File: src/hdl/wfd_pkg.sv
// wfd_pkg: shared types, constants and the CRC-8 byte update for the weather frame decoder.
// No dependencies.
package wfd_pkg;

	localparam logic [7:0] CRC_POLY     = 8'h31;
	localparam logic [7:0] CRC_TOP      = 8'h80;
	localparam logic [7:0] HDR_VALUE    = 8'hff;
	localparam logic [3:0] IDX_CAP      = 4'd12;
	localparam logic [3:0] IDX_LAST     = 4'd10;
	localparam logic [3:0] IDX_CRC_LO   = 4'd1;
	localparam logic [3:0] IDX_FLD_LO   = 4'd2;
	localparam logic [3:0] IDX_FLD_HI   = 4'd9;
	localparam int         NUM_FLD      = 8;
	localparam int         FLD_AW       = $clog2(NUM_FLD);
	localparam int         Q_DEPTH      = 2;
	localparam int         Q_AW         = $clog2(Q_DEPTH);
	localparam logic [12:0] TEMP_OFFSET = 13'd400;
	localparam logic [13:0] WIND_SCALE  = 14'd34;
	localparam logic [13:0] RAIN_SCALE  = 14'd3;

	localparam logic [1:0] ST_OK      = 2'd0;
	localparam logic [1:0] ST_BAD_LEN = 2'd1;
	localparam logic [1:0] ST_BAD_HDR = 2'd2;
	localparam logic [1:0] ST_BAD_CRC = 2'd3;

	typedef logic [7:0] byte_t;

	typedef struct packed {
		logic [1:0]            status;
		byte_t [NUM_FLD-1:0]   fld;
	} frame_t;

	typedef struct packed {
		logic full;
		logic empty;
	} q_stat_t;

	function automatic byte_t crc8_byte(input byte_t crc, input byte_t b);
		byte_t c;
		byte_t d;
		logic  top;
		c = crc;
		d = b;
		for (int k = 0; k < 8; k++) begin
			top = |((c ^ d) & CRC_TOP);
			c   = {c[6:0], 1'b0};
			if (top) begin
				c = c ^ CRC_POLY;
			end
			d = {d[6:0], 1'b0};
		end
		return c;
	endfunction

endpackage

File: src/hdl/wfd_front.sv
// wfd_front: takes burst bytes, tracks index, header and CRC, captures field bytes,
// and pushes one frame record per burst. Depends on wfd_pkg.
module wfd_front
	import wfd_pkg::*;
(
	input  logic    clk,
	input  logic    arst_n,
	input  logic    accept,
	input  byte_t   data_byte,
	input  logic    last_byte,
	output logic    push,
	output frame_t  rec
);

	logic [3:0]        idx_q;
	byte_t             crc_q;
	logic              hdr_q;
	byte_t             fld_q [NUM_FLD];
	logic [FLD_AW-1:0] fld_off;
	logic              in_crc;
	logic              in_fld;

	assign in_crc  = (idx_q >= IDX_CRC_LO) && (idx_q <= IDX_FLD_HI);
	assign in_fld  = (idx_q >= IDX_FLD_LO) && (idx_q <= IDX_FLD_HI);
	assign fld_off = FLD_AW'(idx_q - IDX_FLD_LO);

	always_ff @(posedge clk or negedge arst_n) begin
		if (!arst_n) begin
			idx_q <= '0;
			crc_q <= '0;
			hdr_q <= 1'b0;
		end else if (accept) begin
			if (last_byte) begin
				idx_q <= '0;
				crc_q <= '0;
				hdr_q <= 1'b0;
			end else begin
				idx_q <= (idx_q >= IDX_CAP) ? IDX_CAP : idx_q + 4'd1;
				if (idx_q == '0) begin
					hdr_q <= (data_byte == HDR_VALUE);
				end
				if (in_crc) begin
					crc_q <= crc8_byte(crc_q, data_byte);
				end
			end
		end
	end

	always_ff @(posedge clk) begin
		if (accept && in_fld) begin
			fld_q[fld_off] <= data_byte;
		end
	end

	assign push = accept && last_byte;

	always_comb begin
		if (idx_q != IDX_LAST) begin
			rec.status = ST_BAD_LEN;
		end else if (!hdr_q) begin
			rec.status = ST_BAD_HDR;
		end else if (crc_q != data_byte) begin
			rec.status = ST_BAD_CRC;
		end else begin
			rec.status = ST_OK;
		end
		for (int i = 0; i < NUM_FLD; i++) begin
			rec.fld[i] = fld_q[i];
		end
	end

endmodule

File: src/hdl/wfd_fifo.sv
// wfd_fifo: short queue of frame records between front and back.
// Depends on wfd_pkg.
module wfd_fifo
	import wfd_pkg::*;
(
	input  logic    clk,
	input  logic    arst_n,
	input  logic    push,
	input  frame_t  wdata,
	input  logic    pop,
	output frame_t  rdata,
	output q_stat_t stat
);

	frame_t          mem [Q_DEPTH];
	logic [Q_AW-1:0] wr_q;
	logic [Q_AW-1:0] rd_q;
	logic [Q_AW:0]   cnt_q;

	assign stat.full  = (cnt_q == (Q_AW+1)'(Q_DEPTH));
	assign stat.empty = (cnt_q == '0);
	assign rdata      = mem[rd_q];

	always_ff @(posedge clk) begin
		if (push) begin
			mem[wr_q] <= wdata;
		end
	end

	always_ff @(posedge clk or negedge arst_n) begin
		if (!arst_n) begin
			wr_q  <= '0;
			rd_q  <= '0;
			cnt_q <= '0;
		end else begin
			if (push) begin
				wr_q <= (wr_q == Q_AW'(Q_DEPTH-1)) ? '0 : wr_q + Q_AW'(1);
			end
			if (pop) begin
				rd_q <= (rd_q == Q_AW'(Q_DEPTH-1)) ? '0 : rd_q + Q_AW'(1);
			end
			case ({push, pop})
				2'b10:   cnt_q <= cnt_q + (Q_AW+1)'(1);
				2'b01:   cnt_q <= cnt_q - (Q_AW+1)'(1);
				default: cnt_q <= cnt_q;
			endcase
		end
	end

endmodule

File: src/hdl/wfd_back.sv
// wfd_back: pops frame records, scales the fields to fixed point and holds the
// result in an output register. Depends on wfd_pkg.
module wfd_back
	import wfd_pkg::*;
(
	input  logic               clk,
	input  logic               arst_n,
	input  frame_t             rec,
	input  q_stat_t            qstat,
	output logic               pop,
	output logic               out_valid,
	input  logic               out_stall,
	output logic [1:0]         status,
	output logic signed [12:0] temperature_tenths,
	output logic [7:0]         humidity_pct,
	output logic [13:0]        avg_wind_hundredths,
	output logic [13:0]        gust_wind_hundredths,
	output logic [13:0]        rain_tenths,
	output logic [3:0]         battery_bits,
	output logic [3:0]         wind_dir_code
);

	logic               vld_q;
	logic [1:0]         status_q;
	logic signed [12:0] temp_q;
	logic [7:0]         hum_q;
	logic [13:0]        avg_q;
	logic [13:0]        gust_q;
	logic [13:0]        rain_q;
	logic [3:0]         batt_q;
	logic [3:0]         dir_q;
	logic               ok;
	logic [11:0]        t_raw;
	logic [11:0]        r_raw;

	assign pop   = !qstat.empty && (!vld_q || !out_stall);
	assign ok    = (rec.status == ST_OK);
	assign t_raw = {rec.fld[0][3:0], rec.fld[1]};
	assign r_raw = {rec.fld[5][3:0], rec.fld[6]};

	always_ff @(posedge clk or negedge arst_n) begin
		if (!arst_n) begin
			vld_q <= 1'b0;
		end else if (pop) begin
			vld_q <= 1'b1;
		end else if (!out_stall) begin
			vld_q <= 1'b0;
		end
	end

	always_ff @(posedge clk) begin
		if (pop) begin
			status_q <= rec.status;
			temp_q   <= ok ? $signed({1'b0, t_raw} - TEMP_OFFSET) : '0;
			hum_q    <= ok ? rec.fld[2] : '0;
			avg_q    <= ok ? {6'b0, rec.fld[3]} * WIND_SCALE : '0;
			gust_q   <= ok ? {6'b0, rec.fld[4]} * WIND_SCALE : '0;
			rain_q   <= ok ? {2'b0, r_raw} * RAIN_SCALE : '0;
			batt_q   <= ok ? rec.fld[7][7:4] : '0;
			dir_q    <= ok ? rec.fld[7][3:0] : '0;
		end
	end

	assign out_valid            = vld_q;
	assign status               = status_q;
	assign temperature_tenths   = temp_q;
	assign humidity_pct         = hum_q;
	assign avg_wind_hundredths  = avg_q;
	assign gust_wind_hundredths = gust_q;
	assign rain_tenths          = rain_q;
	assign battery_bits         = batt_q;
	assign wind_dir_code        = dir_q;

endmodule

File: src/hdl/weather_frame_decoder_top.sv
// weather_frame_decoder_top: burst byte decoder with CRC-8 check and fixed-point fields.
// Depends on wfd_pkg, wfd_front, wfd_fifo, wfd_back.
//
//   channel  handshake              payload
//   in       in_valid / in_stall    data_byte, last_byte
//   out      out_valid / out_stall  status, temperature_tenths, humidity_pct,
//                                   avg_wind_hundredths, gust_wind_hundredths,
//                                   rain_tenths, battery_bits, wind_dir_code
//
// One byte per cycle while in_stall is low; the CRC update is one byte-wide step per item.
// A burst's record is queued with its last byte and popped into the output register when the output is free.
// Two frame records queue between front and back; in_stall rises only when both are held.
// arst_n clears the byte count, CRC, header flag, queue and output valid.
module weather_frame_decoder_top
	import wfd_pkg::*;
(
	input  logic               clk,
	input  logic               arst_n,
	input  logic               in_valid,
	output logic               in_stall,
	input  logic [7:0]         data_byte,
	input  logic               last_byte,
	output logic               out_valid,
	input  logic               out_stall,
	output logic [1:0]         status,
	output logic signed [12:0] temperature_tenths,
	output logic [7:0]         humidity_pct,
	output logic [13:0]        avg_wind_hundredths,
	output logic [13:0]        gust_wind_hundredths,
	output logic [13:0]        rain_tenths,
	output logic [3:0]         battery_bits,
	output logic [3:0]         wind_dir_code
);

	logic    accept;
	logic    push;
	logic    pop;
	frame_t  rec_in;
	frame_t  rec_out;
	q_stat_t qstat;

	assign in_stall = qstat.full;
	assign accept   = in_valid && !in_stall;

	wfd_front u_front (
		.clk       (clk),
		.arst_n    (arst_n),
		.accept    (accept),
		.data_byte (data_byte),
		.last_byte (last_byte),
		.push      (push),
		.rec       (rec_in)
	);

	wfd_fifo u_fifo (
		.clk    (clk),
		.arst_n (arst_n),
		.push   (push),
		.wdata  (rec_in),
		.pop    (pop),
		.rdata  (rec_out),
		.stat   (qstat)
	);

	wfd_back u_back (
		.clk                  (clk),
		.arst_n               (arst_n),
		.rec                  (rec_out),
		.qstat                (qstat),
		.pop                  (pop),
		.out_valid            (out_valid),
		.out_stall            (out_stall),
		.status               (status),
		.temperature_tenths   (temperature_tenths),
		.humidity_pct         (humidity_pct),
		.avg_wind_hundredths  (avg_wind_hundredths),
		.gust_wind_hundredths (gust_wind_hundredths),
		.rain_tenths          (rain_tenths),
		.battery_bits         (battery_bits),
		.wind_dir_code        (wind_dir_code)
	);

endmodule

File: config.mk
export PLATFORM = sky130hd
export DESIGN_NAME = weather_frame_decoder_top
export DESIGN_NICKNAME = d
export VERILOG_FILES = /design/src/hdl/wfd_pkg.sv /design/src/hdl/wfd_front.sv /design/src/hdl/wfd_fifo.sv /design/src/hdl/wfd_back.sv /design/src/hdl/weather_frame_decoder_top.sv
export SDC_FILE = /design/constraint.sdc
export NUM_CORES = 1
export LEC_CHECK = 0
export BUFFER_PORTS_ARGS = -buffer_cell sky130_fd_sc_hd__buf_2
export CAP_MARGIN = 20
export CORE_AREA = 2 2 135 169
export CTS_BUF_LIST = sky130_fd_sc_hd__clkbuf_2
export DETAILED_ROUTE_END_ITERATION = 16
export DIE_AREA = 0 0 137 171
export PLACE_DENSITY = 0.73
export SLEW_MARGIN = 40
export SYNTH_ARGS = -nofsm -noshare
export SYNTH_HDL_FRONTEND = slang
export SYNTH_HIERARCHICAL = 1
export SYNTH_SLANG_ARGS = --single-unit
File: constraint.sdc
create_clock -name clk -period 6.2 [get_ports clk]
set_clock_uncertainty 0.15 [all_clocks]
set_input_delay 0.93 -clock clk [delete_from_list [all_inputs] [get_ports clk]]
set_output_delay 0.93 -clock clk [all_outputs]
set_load 0.05 [all_outputs]
Yosys cells after proc, flatten, opt, wreduce, memory -nomap -nowiden
Memories as Yosys holds them, arrays and structs flattened.
Cells that the tools add are included.
{"block": "word_totals", "regBits": 91, "ram_bits": 196, "inputBits": 13, "wordCells": 122, "n_memories": 2}
{"name": "u_fifo.mem", "depth": 2, "word_bits": 66, "read_ports": 1, "rd_ports_with_merged_regs": 0, "wr": 1, "line": "wfd_fifo.sv:15", "text": "frame_t mem [Q_DEPTH];"}
{"name": "u_front.fld_q", "depth": 8, "word_bits": 8, "read_ports": 8, "rd_ports_with_merged_regs": 0, "wr": 1, "line": "wfd_front.sv:18", "text": "byte_t fld_q [NUM_FLD];"}
{"block": "op_classes", "addsub": 7, "multipliers": 3, "order_cmp": 4, "n_eq_ne": 7, "n_mux": 47, "n_bitwise": 16, "n_reduce_logical": 19}
{"op": "two-way mux 8 bit", "count": 23}
{"op": "XOR 8 bit", "count": 8}
{"op": "two-way mux 6 bit", "count": 8}
{"op": "multiplier 8 x 5 -> 13 bit, second input constant", "count": 2}
{"op": "NOT 3 bit", "count": 8}
{"op": "multiplier 12 x 2 -> 14 bit, second input constant", "count": 1}
{"op": "subtractor 12 x 9 -> 13 bit, second input constant", "count": 1}
{"op": "two-way mux 1 bit", "count": 10}
{"op": "== test 8 bit, second input constant", "count": 1}
{"op": "two-way mux 4 bit", "count": 2}
{"op": "!= test 8 bit", "count": 1}
{"op": "logical AND 1 bit", "count": 6}
{"op": "two-way mux 2 bit", "count": 3}
{"op": "nonzero test 2 bit", "count": 3}
{"op": "adder 4 x 1 -> 4 bit, second input constant", "count": 1}
{"op": "== test 2 bit, second input constant", "count": 2}
{"op": "greater-or-equal comparator 4 x 1 -> 1 bit, second input constant", "count": 1}
{"op": "greater-or-equal comparator 4 x 2 -> 1 bit, second input constant", "count": 1}
{"op": "greater-or-equal comparator 4 bit, second input constant", "count": 1}
{"op": "less-or-equal comparator 4 bit, second input constant", "count": 1}
{"op": "zero test 1 bit", "count": 4}
{"op": "zero test 2 bit", "count": 2}
{"op": "zero test 4 bit", "count": 1}
{"op": "!= test 4 bit, second input constant", "count": 1}
{"op": "9 further kinds", "count": 11}

Longest topological paths before layout
{"block": "logic_depth", "ltp_word": 39, "mapped_depth": 12, "ltp_nobuf": 10}

Modules after synthesis
Netlist, hierarchy kept.
{"module": "wfd_fifo", "instances": 1, "cells_per_inst": 221, "area_each_um2": 5059.9, "seq_area_each_um2": 4063.9}
{"module": "wfd_back", "instances": 1, "cells_per_inst": 305, "area_each_um2": 3787.4, "seq_area_each_um2": 2157.1}
{"module": "wfd_front", "instances": 1, "cells_per_inst": 170, "area_each_um2": 2957.8, "seq_area_each_um2": 2247.2}
{"module": "weather_frame_decoder_top", "instances": 1, "cells_per_inst": 1, "area_each_um2": 13.8, "seq_area_each_um2": 0.0}

Worst setup path after synthesis
No wires, ideal clock.
{"block": "synth_path", "path_type": "input to register", "start": "input out_stall", "end": "register u_fifo.cnt_q[1]", "t_arrival_ns": 5.501, "required_time_ns": 5.971, "setup_slack_ns": 0.469, "stages": 4, "path_buffers": 0, "cell_sequence": "a21oi_1 ha_1 nor2_1 xor2_1"}
{"block": "synth_between", "elab_chain_cells": 5, "word_cells_on_any_way": 7, "cone_classes": "eq/ne: 2; mux: 1; reduce/logical: 4"}
{"item": "from (decl)", "line": "weather_frame_decoder_top.sv:24", "text": "input logic out_stall,"}
{"item": "zero test 1 bit (*)", "line": "wfd_back.sv:36", "text": "assign pop = !qstat.empty && (!vld_q || !out_stall);"}
{"item": "logical OR 1 bit (*)", "line": "wfd_back.sv:36"}
{"item": "logical AND 1 bit (*)", "line": "wfd_back.sv:36"}
{"item": "== test 2 x 1 -> 1 bit or == test 2 bit (tied branches)", "line": "wfd_fifo.sv:42", "text": "case ({push, pop})"}
{"item": "case mux 2 bit (2 select lines) or nonzero test 2 bit (tied branches)"}
{"item": "to (signal assigned)", "line": "wfd_fifo.sv:43", "text": "2'b10: cnt_q <= cnt_q + (Q_AW+1)'(1);"}
{"item": "to (signal assigned)", "line": "wfd_fifo.sv:44", "text": "2'b01: cnt_q <= cnt_q - (Q_AW+1)'(1);"}
{"item": "to (signal assigned)", "line": "wfd_fifo.sv:45", "text": "default: cnt_q <= cnt_q;"}
{"item": "to (decl)", "line": "wfd_fifo.sv:18", "text": "logic [Q_AW:0] cnt_q;"}
Mark *: on every way between the ends. The rest lies on a longest branch, timed or not.
A chain may end at the register's enable or synchronous reset.

==> out/summary.txt <==
OUTCOME
-----------------------------------------------------------------------------------------------
Outcome                                                                            finished, final reports clean

FINAL LAYOUT
-----------------------------------------------------------------------------------------------
Commonest non-fill, non-tap cells in the layout                                    243 x sky130_fd_sc_hd__edfxtp_1, 85 x sky130_fd_sc_hd__buf_2, 82 x sky130_fd_sc_hd__clkbuf_2
Final nets                                                                                  845
Most frequent standard cell in the layout excluding fill and tap cells             sky130_fd_sc_hd__edfxtp_1
Proportion of layout cells with a drive suffix above 1                                    30.7%
Final standard cell utilization of the core                                               55.7%
Layout area overhead                                                                      11.2%

GRT
-----------------------------------------------------------------------------------------------
Pin count of the biggest net entering global routing                                         73
First-pass GRT wire length                                                             28700 um
Initial antenna violation count                                                               1
Aggregate global-route resource usage                                                     16.1%
Number of global-route vias before repair                                                  5957
Overflow left after global routing                                                            0

SETUP PATH
-----------------------------------------------------------------------------------------------
Critical path class                                                                register to register
Crit path from                                                                      u_fifo/rd_q
Worst r2r path cells                                                                         10
Critical Path Source Type                                                              register
End of the worst register-to-register path                                         u_back/rain_tenths[11]
Worst R2R Start                                                                     u_fifo/rd_q
Required arrival time at the worst endpoint                                             6.58 ns
Crit path capture type                                                                 register
Critical-path maximum fanout                                                                 43
Arrival time at the worst endpoint                                                      3.86 ns
FF-to-FF setup slack                                                                    2.72 ns

FLOORPLAN
-----------------------------------------------------------------------------------------------
Die Wd                                                                                   137 um
Area of the die                                                                       23400 um2
Total number of placement rows                                                               61
Height of the chip                                                                       171 um
Starting density of the core                                                              50.1%
Io pins                                                                                      88
Floorplan core area                                                                   22000 um2

POWER AND IR DROP
-----------------------------------------------------------------------------------------------
Switch Pwr                                                                              2150 uW
Leakage                                                                              0.00471 uW
Proportion of power drawn by the clock network                                            17.4%
Power per standard cell area                                                         459 nW/um2
Net Sw Frac                                                                               38.4%
Design Power                                                                            5610 uW
Worst-case vdd ir drop                                                                 0.238 mV
Sequential share of power                                                                 43.1%
Combinational share of power                                                              39.5%
Internal Dissipation                                                                    3460 uW

CLOCK TREE
-----------------------------------------------------------------------------------------------
CTS resizes                                                                                   0
Number of clock buffers inserted by TritonCTS                                                56
Setup Fix Bufs, Post-CTS                                                                      0
Clock input transition at the sequential cells of the worst setup and hold paths        0.11 ns
Root Driver                                                                        sky130_fd_sc_hd__clkbuf_2
Clk_lat worst skew                                                                      0.75 ns
Cts-stage hold buffer count                                                                   1
TritonCTS clock tree                                                                        yes
H-tree depth reported by CTS                                                                  2
Maximum clock path buffer count                                                               3
# clock sinks                                                                               261

MIN PATH
-----------------------------------------------------------------------------------------------
Worst hold path class                                                              register to register
Worst hold path stage count                                                                   0
Hold Crit Endpoint                                                                 u_fifo/mem[1][56]
Worst Hold Launch                                                                  u_front/fld_q[7][0]

PLACED DESIGN
-----------------------------------------------------------------------------------------------
Gpl congestion                                                                            0.837
HPWL after detailed placement                                                          12000 um
Port Buf Inserts                                                                             85

TIMING
-----------------------------------------------------------------------------------------------
Time the final worst path needs with I/O delays and setup                               3.48 ns
Least-Margin Pin Slew                                                                  0.798 ns
Count of final hold-check violations                                                          0
Unrepaired setup endpoints after global routing                                              no
Timing-limited maximum frequency                                                        288 MHz
Setup-failing EPs final                                                                       0
Slew Viols, Final                                                                             0
Total negative slack for setup checks                                                      0 ns
Final critical-path share of the clock period                                             56.1%
Worst slew slack as a fraction of its limit                                               46.8%

ROUTING
-----------------------------------------------------------------------------------------------
Total wire length after detailed routing                                               18300 um
Number of search-and-repair iterations in the first detailed-routing pass                     4
Drc violations                                                                                0
Avg WL per Cell                                                                         16.4 um
Number of violations reported at the end of detailed-routing iteration 0                    206
Post-route ant nets                                                                           0
Number of vias in the routed layout                                                        5645
Vias per cell                                                                              5.05

YOSYS
-----------------------------------------------------------------------------------------------
Summed instance area of the synthesized netlist                                       11000 um2
Number of warnings printed during yosys synthesis                                             6
Post-synthesis instance total                                                               665
Synth Area per Inst                                                                    16.6 um2

JOB
-----------------------------------------------------------------------------------------------
Maxcap violations                                                                             0

per-layer routing:
layer	routed length (um)	GRT usage, %	vias to the layer above
li1	-	-	2758
met1	7010	16.8	2725
met2	9950	29.7	121
met3	775	3.23	41
met4	609	9.05	0
met5	0	0	-
power by group through the flow:
stage | combinational (uW) | clock, uW | sequential, uW
finish | 2220 | 977 | 2420
global route | 2400 | 1100 | 2450
CTS | 2240 | 1030 | 2420
detailed placement | 2220 | 0 | 2460
global placement | 2160 | 0 | 2440
floorplan | 1340 | 0 | 2940
stage by stage:
step	instances	hold slack (ns)	area [um2]	worst slack, ns
finish	1118	0.288	12200	2.72
global route	1118	0.203	12200	2.53
CTS	1117	0.192	12200	2.68
detailed placement	1017	0.283	11700	2.68
global placement	1017	0.272	11700	2.78
floorplan	666	0.271	11000	0.469
final cells by class:
class / instances / area, um2
tap: 283 / 354
fill: 1754 / 9740
sequential: 261 / 7750
multi-input combinational: 364 / 3080
antenna: 1 / 2.50
timing repair buffer: 93 / 492
clock buffer: 82 / 410
clock inverter: 17 / 91.3
inverter: 17 / 63.8
how the worst max path moves through the flow:
| stage | endpoint | slack, ns | depth (start not counted) |
|---|---|---|---|
| after floorplan | u_fifo/cnt_q[1] | 0.47 | 4 |
| after global placement | u_back/rain_tenths[11] | 2.78 | 10 |
| after detailed placement | u_back/rain_tenths[11] | 2.68 | 10 |
| after CTS | u_back/rain_tenths[11] | 2.68 | 10 |
| after global routing | u_back/rain_tenths[11] | 2.53 | 10 |
| final | u_back/rain_tenths[11] | 2.72 | 10 |
sequential cells by signal, summed over array words and instances, names as in the netlist, 2 cells and up:
register                     flops
u_back/wind_dir_code             4
u_fifo/mem                     116
u_back/temperature_tenths       13
u_back/battery_bits              4
u_fifo/cnt_q                     2
u_front/crc_q                    8
u_back/rain_tenths              14
u_back/gust_wind_hundredths     13
u_back/humidity_pct              8
u_front/fld_q                   56
u_front/idx_q                    4
u_back/avg_wind_hundredths      13
u_back/status                    2
critical path, stage by stage, from the launching register on:
cell	delay (ns)
sky130_fd_sc_hd__dfrtp_2	0.70
sky130_fd_sc_hd__buf_4	0.65
sky130_fd_sc_hd__mux2_2	0.31
sky130_fd_sc_hd__ha_1	0.17
sky130_fd_sc_hd__inv_1	0.06
sky130_fd_sc_hd__fa_1	0.36
sky130_fd_sc_hd__and2b_1	0.25
sky130_fd_sc_hd__o2111ai_2	0.14
sky130_fd_sc_hd__nand3b_1	0.19
sky130_fd_sc_hd__mux2i_1	0.21
sky130_fd_sc_hd__nand2_1	0.06
Note: power is estimated with default switching activity, not from simulation.
